**src/rtl/core/mtcv_pkg.sv**
```systemverilog
`timescale 1ns / 1ps
// ----------------------------------------------------------------------------
// mtcv_pkg
// Shared constants for the multichannel threshold crossing velocity unit:
// register indexes, register reset values, field widths and default sizes.
// ----------------------------------------------------------------------------
package mtcv_pkg;

  // Default sizes
  localparam int CHANNELS_DEF    = 16;
  localparam int DELAY_DEPTH_DEF = 8;

  // Field widths
  localparam int CH_FIELD_W  = 4;
  localparam int POS_W       = 16;
  localparam int VEL_W       = 16;
  localparam int GAIN_W      = 16;
  localparam int CFG_INDEX_W = 8;
  localparam int CFG_DATA_W  = 16;
  localparam int TDATA_W     = 24;

  // Configuration register indexes
  localparam logic [CFG_INDEX_W-1:0] REG_THRESHOLD_LOW  = 8'd0;
  localparam logic [CFG_INDEX_W-1:0] REG_THRESHOLD_HIGH = 8'd1;
  localparam logic [CFG_INDEX_W-1:0] REG_VELOCITY_GAIN  = 8'd2;
  localparam logic [CFG_INDEX_W-1:0] REG_DETECT_ENABLE  = 8'd3;

  // Register reset values
  localparam logic [POS_W-1:0]  THRESHOLD_LOW_RST  = 16'd26214;
  localparam logic [POS_W-1:0]  THRESHOLD_HIGH_RST = 16'd39321;
  localparam logic [GAIN_W-1:0] VELOCITY_GAIN_RST  = 16'd256;
  localparam logic              DETECT_ENABLE_RST  = 1'b1;

endpackage

```
**src/rtl/core/multichannel_threshold_crossing_velocity_unit.sv**
```systemverilog
`timescale 1ns / 1ps
// ----------------------------------------------------------------------------
// multichannel_threshold_crossing_velocity_unit
// Per-channel delay-line threshold crossing detector with hold-off and a
// saturated Q1.15 crossing velocity.
// ----------------------------------------------------------------------------
//  Channel | Handshake                  | Payload
//  --------+----------------------------+---------------------------------------
//  s_      | s_tvalid / s_tready        | tdata: channel, position; tuser: high
//          |                            | threshold select; tlast: frame end
//  m_      | m_tvalid / m_tready        | tdata: channel, velocity; tuser: damp
//  cfg_    | cfg_valid / cfg_ready      | cfg_index, cfg_data
//
//  One item per cycle sustained while the output is not stalled; each item passes
//  through the delay/hold-off memory read, compare, multiply, round and
//  saturate into the output register.
//  After reset the delay memory is cleared, one entry a cycle, over all
//  CHANNELS * 2**clog2(DELAY_DEPTH) entries with s_tready low.
//  Each stage holds only when the stage after it is full and stalled, so
//  input transfers continue while a result waits as long as a bubble exists.
//  Back-to-back items on one channel use forwarding around the memories.
// ----------------------------------------------------------------------------
module multichannel_threshold_crossing_velocity_unit
  import mtcv_pkg::*;
#(
  parameter int CHANNELS    = CHANNELS_DEF,
  parameter int DELAY_DEPTH = DELAY_DEPTH_DEF
) (
  input  logic                   clk,
  input  logic                   rst,
  // slave stream
  input  logic                   s_tvalid,
  output logic                   s_tready,
  input  logic [TDATA_W-1:0]     s_tdata,   // [3:0] channel, [19:4] position
  input  logic                   s_tuser,   // [0] use_high_threshold
  input  logic                   s_tlast,   // frame_end
  // master stream
  output logic                   m_tvalid,
  input  logic                   m_tready,
  output logic [TDATA_W-1:0]     m_tdata,   // [3:0] out_channel, [19:4] velocity
  output logic                   m_tuser,   // [0] damp_event
  // configuration write
  input  logic                   cfg_valid,
  output logic                   cfg_ready,
  input  logic [CFG_INDEX_W-1:0] cfg_index,
  input  logic [CFG_DATA_W-1:0]  cfg_data
);

  localparam int CH_W      = (CHANNELS > 1) ? $clog2(CHANNELS) : 1;
  localparam int SW        = $clog2(DELAY_DEPTH);
  localparam int MEM_DEPTH = CHANNELS << SW;
  localparam int AW        = CH_W + SW;
  localparam int HW        = $clog2(2 * DELAY_DEPTH + 1);
  localparam int PROD_W    = POS_W + 1 + GAIN_W;
  localparam logic [HW-1:0] HOLD_RELOAD = HW'(2 * DELAY_DEPTH);
  localparam logic [SW-1:0] SLOT_LAST   = SW'(DELAY_DEPTH - 1);
  localparam logic [AW-1:0] ADDR_LAST   = AW'(MEM_DEPTH - 1);

  // Configuration registers
  logic [POS_W-1:0]  threshold_low;
  logic [POS_W-1:0]  threshold_high;
  logic [GAIN_W-1:0] velocity_gain;
  logic              detect_enable;

  assign cfg_ready = 1'b1;

  always_ff @(posedge clk) begin
    if (rst) begin
      threshold_low  <= THRESHOLD_LOW_RST;
      threshold_high <= THRESHOLD_HIGH_RST;
      velocity_gain  <= VELOCITY_GAIN_RST;
      detect_enable  <= DETECT_ENABLE_RST;
    end else if (cfg_valid && cfg_ready) begin
      case (cfg_index)
        REG_THRESHOLD_LOW:  threshold_low  <= cfg_data;
        REG_THRESHOLD_HIGH: threshold_high <= cfg_data;
        REG_VELOCITY_GAIN:  velocity_gain  <= cfg_data;
        REG_DETECT_ENABLE:  detect_enable  <= cfg_data[0];
        default: ;
      endcase
    end
  end

  // Stage control
  logic v1, v2, v3;
  logic en1, en2, en3;
  logic clearing;
  logic s_fire, step1;

  assign en3      = !m_tvalid || m_tready;
  assign en2      = !v3 || en3;
  assign en1      = !v2 || en2;
  assign s_tready = (!v1 || en1) && !clearing;
  assign s_fire   = s_tvalid && s_tready;
  assign step1    = v1 && en1;

  // Input decode
  logic [CH_FIELD_W-1:0] s_channel;
  logic [POS_W-1:0]      s_position;
  logic [CH_W-1:0]       s_ch_idx;
  logic                  s_in_range;
  logic [SW-1:0]         delay_slot;
  logic [SW-1:0]         slot_rd;

  assign s_channel  = s_tdata[3:0];
  assign s_position = s_tdata[19:4];
  assign s_ch_idx   = CH_W'(s_channel);
  assign s_in_range = (8'(s_channel) < 8'(CHANNELS));
  assign slot_rd    = (delay_slot == SLOT_LAST) ? '0 : delay_slot + 1'b1;

  // Advance the shared slot on an enabled frame end
  always_ff @(posedge clk) begin
    if (rst) begin
      delay_slot <= '0;
    end else if (s_fire && detect_enable && s_tlast) begin
      delay_slot <= slot_rd;
    end
  end

  // Clearing pass over the delay memory
  logic [AW-1:0] clr_addr;

  always_ff @(posedge clk) begin
    if (rst) begin
      clearing <= 1'b1;
      clr_addr <= '0;
    end else if (clearing) begin
      clr_addr <= clr_addr + 1'b1;
      if (clr_addr == ADDR_LAST) begin
        clearing <= 1'b0;
      end
    end
  end

  // Stage 1 registers (memory read in flight)
  logic [CH_FIELD_W-1:0] ch1;
  logic [CH_W-1:0]       ch_idx1;
  logic                  act1;
  logic [POS_W-1:0]      pos1;
  logic [POS_W-1:0]      th1;
  logic [AW-1:0]         wa1;

  // Write-back of stage 1
  logic            wb1;
  logic [HW-1:0]   hold_next;
  logic [AW-1:0]   dly_ra;

  assign wb1    = step1 && act1;
  assign dly_ra = {s_ch_idx, slot_rd};

  // Delay memory: one write, one registered read
  logic [POS_W-1:0] dly_mem [MEM_DEPTH];
  logic [POS_W-1:0] dly_rd;
  logic             dly_we;
  logic [AW-1:0]    dly_wa;
  logic [POS_W-1:0] dly_wd;

  assign dly_we = clearing || wb1;
  assign dly_wa = clearing ? clr_addr : wa1;
  assign dly_wd = clearing ? '0 : pos1;

  always_ff @(posedge clk) begin
    if (dly_we) begin
      dly_mem[dly_wa] <= dly_wd;
    end
    if (s_fire) begin
      dly_rd <= dly_mem[dly_ra];
    end
  end

  // Hold-off memory with valid bits standing for the reload value
  logic [HW-1:0]       hold_mem [CHANNELS];
  logic [HW-1:0]       hold_rd;
  logic [CHANNELS-1:0] hold_vld;
  logic                hold_init1;

  always_ff @(posedge clk) begin
    if (wb1) begin
      hold_mem[ch_idx1] <= hold_next;
    end
    if (s_fire) begin
      hold_rd <= hold_mem[s_ch_idx];
    end
  end

  always_ff @(posedge clk) begin
    if (rst) begin
      hold_vld <= '0;
    end else if (wb1) begin
      hold_vld[ch_idx1] <= 1'b1;
    end
  end

  // Capture the accepted item and forwarding hits
  logic             dfwd, hfwd;
  logic [POS_W-1:0] dfwd_data;
  logic [HW-1:0]    hfwd_data;

  always_ff @(posedge clk) begin
    if (rst) begin
      v1 <= 1'b0;
    end else if (!v1 || en1) begin
      v1 <= s_fire;
    end
  end

  always_ff @(posedge clk) begin
    if (s_fire) begin
      ch1        <= s_channel;
      ch_idx1    <= s_ch_idx;
      act1       <= detect_enable && s_in_range;
      pos1       <= s_position;
      th1        <= s_tuser ? threshold_high : threshold_low;
      wa1        <= {s_ch_idx, delay_slot};
      hold_init1 <= !hold_vld[s_ch_idx];
      dfwd       <= wb1 && (wa1 == dly_ra);
      hfwd       <= wb1 && (ch_idx1 == s_ch_idx);
      dfwd_data  <= pos1;
      hfwd_data  <= hold_next;
    end
  end

  // Stage 1: compare against the oldest sample and update hold-off
  logic [POS_W-1:0]   old1;
  logic [HW-1:0]      hold_cur;
  logic               rise1, fall1, cross1;
  logic signed [POS_W:0] diff1;

  always_comb begin
    old1     = dfwd ? dfwd_data : dly_rd;
    hold_cur = hfwd ? hfwd_data : (hold_init1 ? HOLD_RELOAD : hold_rd);
    rise1    = (pos1 >= th1) && (old1 < th1);
    fall1    = (pos1 <= th1) && (old1 > th1);
    cross1   = 1'b0;
    if (hold_cur == '0) begin
      cross1    = rise1 || fall1;
      hold_next = cross1 ? HOLD_RELOAD : '0;
    end else begin
      hold_next = hold_cur - 1'b1;
    end
    diff1 = $signed({1'b0, pos1}) - $signed({1'b0, old1});
  end

  // Stage 2: difference and event flags
  logic [CH_FIELD_W-1:0] ch2;
  logic                  cross2, fall2;
  logic signed [POS_W:0] diff2;

  always_ff @(posedge clk) begin
    if (rst) begin
      v2 <= 1'b0;
    end else if (en1) begin
      v2 <= v1;
    end
  end

  always_ff @(posedge clk) begin
    if (step1) begin
      ch2    <= ch1;
      cross2 <= act1 && cross1;
      fall2  <= act1 && cross1 && !rise1;
      diff2  <= diff1;
    end
  end

  // Stage 3: product with the gain
  logic [CH_FIELD_W-1:0]     ch3;
  logic                      cross3, fall3;
  logic signed [PROD_W-1:0]  prod3;

  always_ff @(posedge clk) begin
    if (rst) begin
      v3 <= 1'b0;
    end else if (en2) begin
      v3 <= v2;
    end
  end

  always_ff @(posedge clk) begin
    if (v2 && en2) begin
      ch3    <= ch2;
      cross3 <= cross2;
      fall3  <= fall2;
      prod3  <= PROD_W'(diff2) * PROD_W'($signed({1'b0, velocity_gain}));
    end
  end

  // Round to nearest (ties up) by 2**9, then saturate to Q1.15
  logic signed [PROD_W:0]      rnd_sum;
  logic signed [PROD_W-9:0]    rnd_q;
  logic [VEL_W-1:0]            vel_sat;

  always_comb begin
    rnd_sum = $signed({prod3[PROD_W-1], prod3}) + $signed((PROD_W+1)'(256));
    rnd_q   = rnd_sum[PROD_W:9];
    if (!rnd_q[PROD_W-9] && (|rnd_q[PROD_W-10:VEL_W-1])) begin
      vel_sat = 16'h7FFF;
    end else if (rnd_q[PROD_W-9] && !(&rnd_q[PROD_W-10:VEL_W-1])) begin
      vel_sat = 16'h8000;
    end else begin
      vel_sat = rnd_q[VEL_W-1:0];
    end
  end

  // Output register
  always_ff @(posedge clk) begin
    if (rst) begin
      m_tvalid <= 1'b0;
    end else if (en3) begin
      m_tvalid <= v3;
    end
  end

  always_ff @(posedge clk) begin
    if (v3 && en3) begin
      m_tdata <= {4'b0, (cross3 ? vel_sat : {VEL_W{1'b0}}), ch3};
      m_tuser <= fall3;
    end
  end

`ifndef ASSERT_OFF
  // No item may be in flight while the delay memory is being cleared
  assert property (@(posedge clk) disable iff (rst)
    clearing |-> !(v1 || v2 || v3 || m_tvalid))
    else $error("item in flight during clearing pass");

  // Hold-off write-back never exceeds the reload value
  assert property (@(posedge clk) disable iff (rst)
    wb1 |-> (hold_next <= HOLD_RELOAD))
    else $error("hold-off count above reload");

  // A damp event carries a velocity that is not positive
  assert property (@(posedge clk) disable iff (rst)
    (m_tvalid && m_tuser) |-> (m_tdata[19] || (m_tdata[19:4] == 16'h0000)))
    else $error("damp event with positive velocity");

  // A result arriving in the output register comes from stage 3
  assert property (@(posedge clk) disable iff (rst)
    $rose(m_tvalid) |-> $past(v3))
    else $error("result without a stage 3 item");
`endif

endmodule

```
**config.mk**
```make
export PLATFORM = sky130hd
export DESIGN_NAME = multichannel_threshold_crossing_velocity_unit
export DESIGN_NICKNAME = d
export VERILOG_FILES = /design/src/rtl/core/mtcv_pkg.sv /design/src/rtl/core/multichannel_threshold_crossing_velocity_unit.sv
export SDC_FILE = /design/constraint.sdc
export NUM_CORES = 2
export LEC_CHECK = 0
export BUFFER_PORTS_ARGS = -buffer_cell sky130_fd_sc_hd__buf_2
export CORE_ASPECT_RATIO = 1.75
export CORE_MARGIN = 4
export CORE_UTILIZATION = 57
export CTS_BUF_LIST = sky130_fd_sc_hd__clkbuf_8 sky130_fd_sc_hd__clkbuf_16
export DETAILED_ROUTE_END_ITERATION = 8
export PLACE_DENSITY = 0.88
export SLEW_MARGIN = 10
export SYNTH_ARGS = -nofsm -noshare
export SYNTH_HDL_FRONTEND = slang
export SYNTH_SLANG_ARGS = --single-unit
```
**constraint.sdc**
```tcl
create_clock -name clk -period 5.8 [get_ports clk]
set_input_delay 0.58 -clock clk [delete_from_list [all_inputs] [get_ports clk]]
set_output_delay 0.58 -clock clk [all_outputs]
set_load 0.1 [all_outputs]
```
# [Word-level counts from Yosys, hierarchy flattened]
# Memories as Yosys holds them, arrays and structs flattened. A register that Yosys moved wholly into a read port is not among the register bits.
# Cells that the tools add are included.
[totals] ff_bits=231 ram_bits=2128 in_bits=55 output_inout_bits=28 word_cells=121 n_memories=2
[memory_table] memory="dly_mem" words=128 word_bits=16 rd=1 rd_ports_with_merged_regs=1 write_ports=1 line_no="multichannel_threshold_crossing_velocity_unit.sv:152" text="logic [POS_W-1:0] dly_mem [MEM_DEPTH];"
[memory_table] memory="hold_mem" words=16 word_bits=5 rd=1 rd_ports_with_merged_regs=1 write_ports=1 line_no="multichannel_threshold_crossing_velocity_unit.sv:172" text="logic [HW-1:0] hold_mem [CHANNELS];"
[op_classes] n_addsub=5 mul=1 n_lt_le_gt_ge=7 eq_ne=7 n_mux=22 n_bitwise=2 n_reduce_logical=41
[ops] operator="16-bit two-way mux" n=4
[ops] operator="33-bit by 10-bit adder with 34-bit output, second input constant" n=1
[ops] operator="17-bit by 17-bit multiplier with 33-bit output" n=1
[ops] operator="5-bit two-way mux" n=4
[ops] operator="1-bit logical AND" n=17
[ops] operator="16-bit by 16-bit subtractor with 17-bit output" n=1
[ops] operator="8-bit by 2-bit equality test with 1-bit output, second input constant" n=2
[ops] operator="16-bit >= comparator" n=1
[ops] operator="16-bit greater-than comparator" n=1
[ops] operator="16-bit <= comparator" n=1
[ops] operator="16-bit < comparator" n=1
[ops] operator="16-bit bitwise OR" n=1
[ops] operator="15-bit two-way mux" n=1
[ops] operator="4-bit by 5-bit < comparator with 1-bit output, second input constant" n=2
[ops] operator="1-bit zero test" n=9
[ops] operator="1-bit two-way mux" n=9
[ops] operator="9-bit AND reduction" n=1
[ops] operator="9-bit OR reduction" n=1
[ops] operator="8-bit by 1-bit equality test with 1-bit output, second input constant" n=1
[ops] operator="8-bit zero test" n=1
[ops] operator="2-bit AND reduction" n=4
[ops] operator="7-bit by 1-bit adder with 7-bit output, second input constant" n=1
[ops] operator="7-bit equality test" n=1
[ops] operator="7-bit equality test, second input constant" n=1
[ops] operator="13 further kinds" n=18

# [Longest topological paths before layout]
[logic_depth] depth_word=9 depth_mapped=23 mapped_depth_nobuf=21

# [Worst setup path before layout]
# Ideal clock, no wire load.
[synth_timing] path_kind="register to register" startpoint="reg velocity_gain[8]" endpoint="reg prod3[27], data pin" setup_time_ns=0.262 arrival_time_ns=5.844 t_required_ns=5.538 path_slack_ns=-0.306 stages_incl_launch_ff=23 path_buffers=2 cell_sequence="dfxtp_1 clkbuf_1 clkbuf_1 nand2_1 fa_1 inv_1 fa_1 inv_1 fa_1 inv_1 fa_1 fa_1 inv_1 fa_1 inv_1 ha_1 a21oi_1 nor3b_1 nand3_1 a221o_1 a211oi_1 o21bai_1 xor2_1"
[synth_via] elab_chain_len=1
[synth_rtl] element="start, declared" line_no="multichannel_threshold_crossing_velocity_unit.sv:62" text="logic [GAIN_W-1:0] velocity_gain;"
[synth_rtl] element="start signal, assigned" line_no="multichannel_threshold_crossing_velocity_unit.sv:77" text="REG_VELOCITY_GAIN: velocity_gain <= cfg_data;"
[synth_rtl] element="17-bit by 17-bit multiplier with 33-bit output" line_no="multichannel_threshold_crossing_velocity_unit.sv:284" text="prod3 <= PROD_W'(diff2) * PROD_W'($signed({1'b0, velocity_gain}));"
[synth_rtl] element="end signal, assigned" line_no="multichannel_threshold_crossing_velocity_unit.sv:284"
[synth_rtl] element="end, declared" line_no="multichannel_threshold_crossing_velocity_unit.sv:269" text="logic signed [PROD_W-1:0] prod3;"
# Every way passes these cells.
# A chain may end at the register's enable or synchronous reset.

# [Final worst setup path]
[layout_timing] startpoint="reg diff2[9]" endpoint="reg prod3[30], data pin"
[layout_via] elab_chain_len=1
[layout_rtl] element="start, declared" line_no="multichannel_threshold_crossing_velocity_unit.sv:247" text="logic signed [POS_W:0] diff2;"
[layout_rtl] element="start signal, assigned" line_no="multichannel_threshold_crossing_velocity_unit.sv:262" text="diff2 <= diff1;"
[layout_rtl] element="17-bit by 17-bit multiplier with 33-bit output" line_no="multichannel_threshold_crossing_velocity_unit.sv:284"
# Every way passes these cells.

==> results.py <==
metrics = {
    "synth": {
        "synthDistinctLibCells": 65,
        "async_reset_ff_share_pct": 0,
        "synth_area_per_cell_um2": 17.05,
        "ys.flop_type": "edfxtp_1",
        "synthXorXnorAreaFrac_pct": 0.6539,
        "ys_ff_latch": 2368,
        "ys_seq_area_share_pct": 68.17,
        "synth-compound-area-share_pct": 4.650,
        "synth_simple_gate_area_share_pct": 4.398,
        "synth_adder_area_share_pct": 6.947,
        "synth_area_um2": 103100,
        "synth_top_family_by_area": "multiplexers",
        "synthCells": 6048,
        "synth_edf_count": 2288,
        "yosys_warnings": 0,
        "yosys-mux-area-fraction_pct": 12.29,
    },
    "worst_setup_path": {
        "r2r_slack_ns": -0.14,
        "cp-startpoint": "diff2[9]$_DFFE_PP_",
        "reg2regPathDepth": 20,
        "r2r_start": "diff2[9]$_DFFE_PP_",
        "crit_fanout": 7,
        "critPathKind": "register to register",
        "regToRegEndpoint": "prod3[30]$_DFFE_PP_",
        "crit_required_ns": 6.39,
        "cp-start-kind": "register",
        "end_kind": "register",
        "cp-endpoint": "prod3[30]$_DFFE_PP_",
        "worstPathArrival_ns": 6.52,
    },
    "final_layout": {
        "finalNetCount": 6882,
        "regArea_um2": 70320,
        "multi_input_area_um2": 30480,
        "areaGrowthSynthToFinish_pct": 12.10,
        "drive_above_1_share_pct": 20.57,
        "fill_cells": 10980,
        "stdcell_count": 8973,
    },
    "sta": {
        "finalWorstSetupSlack_ns": -0.1355,
        "slew_headroom_pct": 3.340,
        "hold_viol": 0,
        "finalSetupViolCount": 14,
        "clock-skew-final_ns": 0.08611,
        "tightest_slew_ns": 1.440,
        "fin_setup_tns_ns": -0.8781,
        "fmax_ghz": 0.1685,
        "rsz0062_at_grt": "yes",
        "slew_violations": 0,
        "period_share_pct": 102.3,
        "period_needed_ns": 5.935,
    },
    "placed_design": {
        "io_buffer_count": 73,
        "dpl.cell_count": 8560,
        "place.gp.congestion": 0.9354,
        "dp_hpwl_mm": 176.1,
    },
    "clock_network": {
        "clk_latency_ns": 0.90,
        "htree_num_levels": 4,
        "clk_pin_slew_worst_paths_ns": 0.07,
        "cts.sinks": 2368,
        "clockRootBuffer": "clkbuf_16",
        "cts_made_buffers": 191,
        "cts_tree": "done",
        "cts_buffer_depth": 4,
    },
    "die": {
        "dieArea_um2": 188100,
        "core_area_um2": 179900,
        "pin_count": 83,
        "die_w_um": 329.6,
        "rows": 206,
        "chipHeight_um": 570.7,
        "start_util_pct": 57.33,
    },
    "routing": {
        "vias_per_cell": 6.874,
        "drtAntennaViolNets": 0,
        "drtIter0Drc": 9817,
        "wl_mm": 299.6,
        "drc_errors": 0,
        "firstDrtPassIters": 9,
        "wl_per_cell_um": 33.39,
        "num_vias": 61680,
    },
    "job": {
        "drv_cap": 0,
    },
    "outcome": {
        "violations": "negative setup slack",
        "status": "complete, but fails checks",
    },
    "worst_hold_path": {
        "min_path_type": "input pin to register",
    },
    "power_and_ir_drop": {
        "power_density_nw_per_um2": 280.2,
        "ir_worst_vdd_uv": 319.8,
        "leakagePower_nw": 41.50,
    },
    "grt": {
        "overflow": 0,
        "grt_pass1_vias": 63660,
        "grt_pass1_wl_mm": 435.2,
        "antenna_found_initial": 19,
        "grt_max_degree": 125,
        "track_usage_pct": 32.03,
    },
}
[synthesized netlist by cell type (16+ instances only)]
| library cell | n | share of area (%) |
|---|---|---|
| nand3b_1 | 18 | 0.13 |
| and3_1 | 22 | 0.13 |
| mux2_2 | 45 | 0.49 |
| o21ai_1 | 34 | 0.16 |
| mux4_2 | 402 | 8.8 |
| a31oi_1 | 17 | 0.10 |
| buf_4 | 30 | 0.22 |
| inv_1 | 389 | 1.4 |
| and2_1 | 134 | 0.81 |
| a311oi_1 | 18 | 0.15 |
| a211oi_1 | 46 | 0.33 |
| fa_1 | 273 | 5.3 |
| o221ai_1 | 172 | 1.5 |
| nand3_1 | 54 | 0.26 |
| a21oi_1 | 111 | 0.54 |
| nor2b_1 | 36 | 0.22 |
| a21o_1 | 18 | 0.13 |
| o22ai_1 | 58 | 0.35 |
| clkbuf_1 | 163 | 0.59 |
| nand2_1 | 401 | 1.5 |
| nor3_1 | 16 | 0.078 |
| buf_1 | 50 | 0.18 |
| xnor2_1 | 50 | 0.42 |
| dfxtp_1 | 80 | 1.6 |
| ha_1 | 135 | 1.6 |
| nor2_1 | 252 | 0.92 |
| xor2_1 | 27 | 0.23 |
| buf_2 | 97 | 0.47 |
| nand2b_1 | 19 | 0.12 |
| edfxtp_1 | 2288 | 67 |
| o21ai_0 | 154 | 0.75 |
| mux2i_1 | 308 | 3.0 |
[cells in the final DEF (no fill, tap or decap), types with 20 or more instances in the layout]
cell	netlist	routed
inv_1	389	405
buf_4	30	383
bufinv_16	0	23
buf_2	97	70
o21ai_0	154	148
ha_1	135	124
fa_1	273	263
xor2_1	27	27
buf_12	0	22
mux4_2	402	402
nor2_1	252	246
nand2_1	401	395
clkbuf_16	0	194
o221ai_1	172	172
dfxtp_1	80	74
clkinv_1	0	34
a211oi_1	46	44
nand3_1	54	49
o21ai_1	34	36
dlygate4sd3_1	0	20
and2_1	134	117
a21oi_1	111	102
xnor2_1	50	49
mux2_2	45	45
o22ai_1	58	57
and3_1	22	21
clkinv_2	0	35
mux2i_1	308	308
edfxtp_1	2288	2288
[cell families after synthesis]
logic type      Yosys count
flops                  2368
simple gates            993
mux                     758
buf+inv                 730
compound gates          711
fa+ha+maj               409
xor+xnor                 77
other cells               2
[worst min path at each step]
stage	start	to	slack [ns]	depth (start not counted)
final	cfg_data[12]	threshold_low[12]$_SDFFE_PP0P_	0.004	3
after global routing	cfg_data[12]	threshold_low[12]$_SDFFE_PP0P_	0.01	3
after CTS	cfg_data[3]	threshold_low[3]$_SDFFE_PP0P_	0.0002	3
after detailed placement	ch2[0]$_DFFE_PP_	ch3[0]$_DFFE_PP_	0.41	0
after global placement	ch3[1]$_DFFE_PP_	m_tdata[1]$_DFFE_PP_	0.40	0
after floorplan	ch2[0]$_DFFE_PP_	ch3[0]$_DFFE_PP_	0.40	0
[stage by stage]
step           hold slack (ns)  cell area, um^2  total power [mW]  util [%]  worst slack, ns
2_1_floorplan           0.4003           103200             19.14         -         0.001120
3_3_place_gp            0.4045           108400             19.35     60.25          -0.3440
3_5_place_dp            0.4054           108400             19.37     60.25          -0.4110
4_1_cts              0.0001931           115300             32.28     64.08          -0.1485
5_1_grt                0.01153           115600             33.08     64.25          -0.3076
6_report              0.004327           115600             32.39     64.26          -0.1355
[registers in the layout, indices dropped and copies added (netlist names), 17 cells and up]
name      count
dly_mem    2048
prod3        25
m_tdata      20
hold_mem     80
diff2        17
[critical path, cell delays in order, from the launching register on]
cell and delay [ns]:
edfxtp_1 0.52, and2_4 0.22, fa_1 0.51, inv_2 0.04, fa_2 0.46, fa_1 0.52
inv_2 0.04, fa_1 0.48, fa_1 0.50, inv_1 0.05, fa_1 0.49, inv_2 0.05
ha_4 0.27, a21oi_4 0.14, o21ai_2 0.09, nand3_2 0.11, nand3_4 0.11, a221o_2 0.48
a21o_1 0.22, o31ai_2 0.25, xnor2_1 0.10
[power by group]
part | internal, mW | leakage (nW) | switching (mW)
clock | 7.15 | 3.15 | 6.18
combinational | 0.166 | 15.2 | 0.379
sequential | 18.5 | 23.1 | 0.0179
total | 25.8 | 41.5 | 6.58
[timing repair]
item,in CTS,in global routing
buffers inserted,23,15
hold endpoints to repair,21,1
hold buffers,19,1
resized for setup,78,38
pin swaps,48,42
setup endpoints to repair,12,16
[per-layer routing]
| metal | vias to the layer above | global-route usage [%] | part of all wire, % | wire, um |
|---|---|---|---|---|
| met5 | - | 0.02588 | 0.0090 | 27 |
| met4 | 4 | 25.87 | 11 | 32100 |
| met3 | 1639 | 8.245 | 12 | 34680 |
| met2 | 5588 | 53.62 | 50 | 148500 |
| met1 | 30530 | 34.24 | 28 | 84310 |
| li1 | 23920 | - | - | - |
[cell type report]
type	instances	share of cell area [%]
repair buffers	515	3.545
diodes	13	0.02814
clock buffers	195	4.211
well taps	2392	2.589
inverters	390	1.275
flip-flops and latches	2368	60.82
multi-input cells	2953	26.36
clock inverters	147	1.162
No activity file was read; power rests on OpenSTA's default activity.
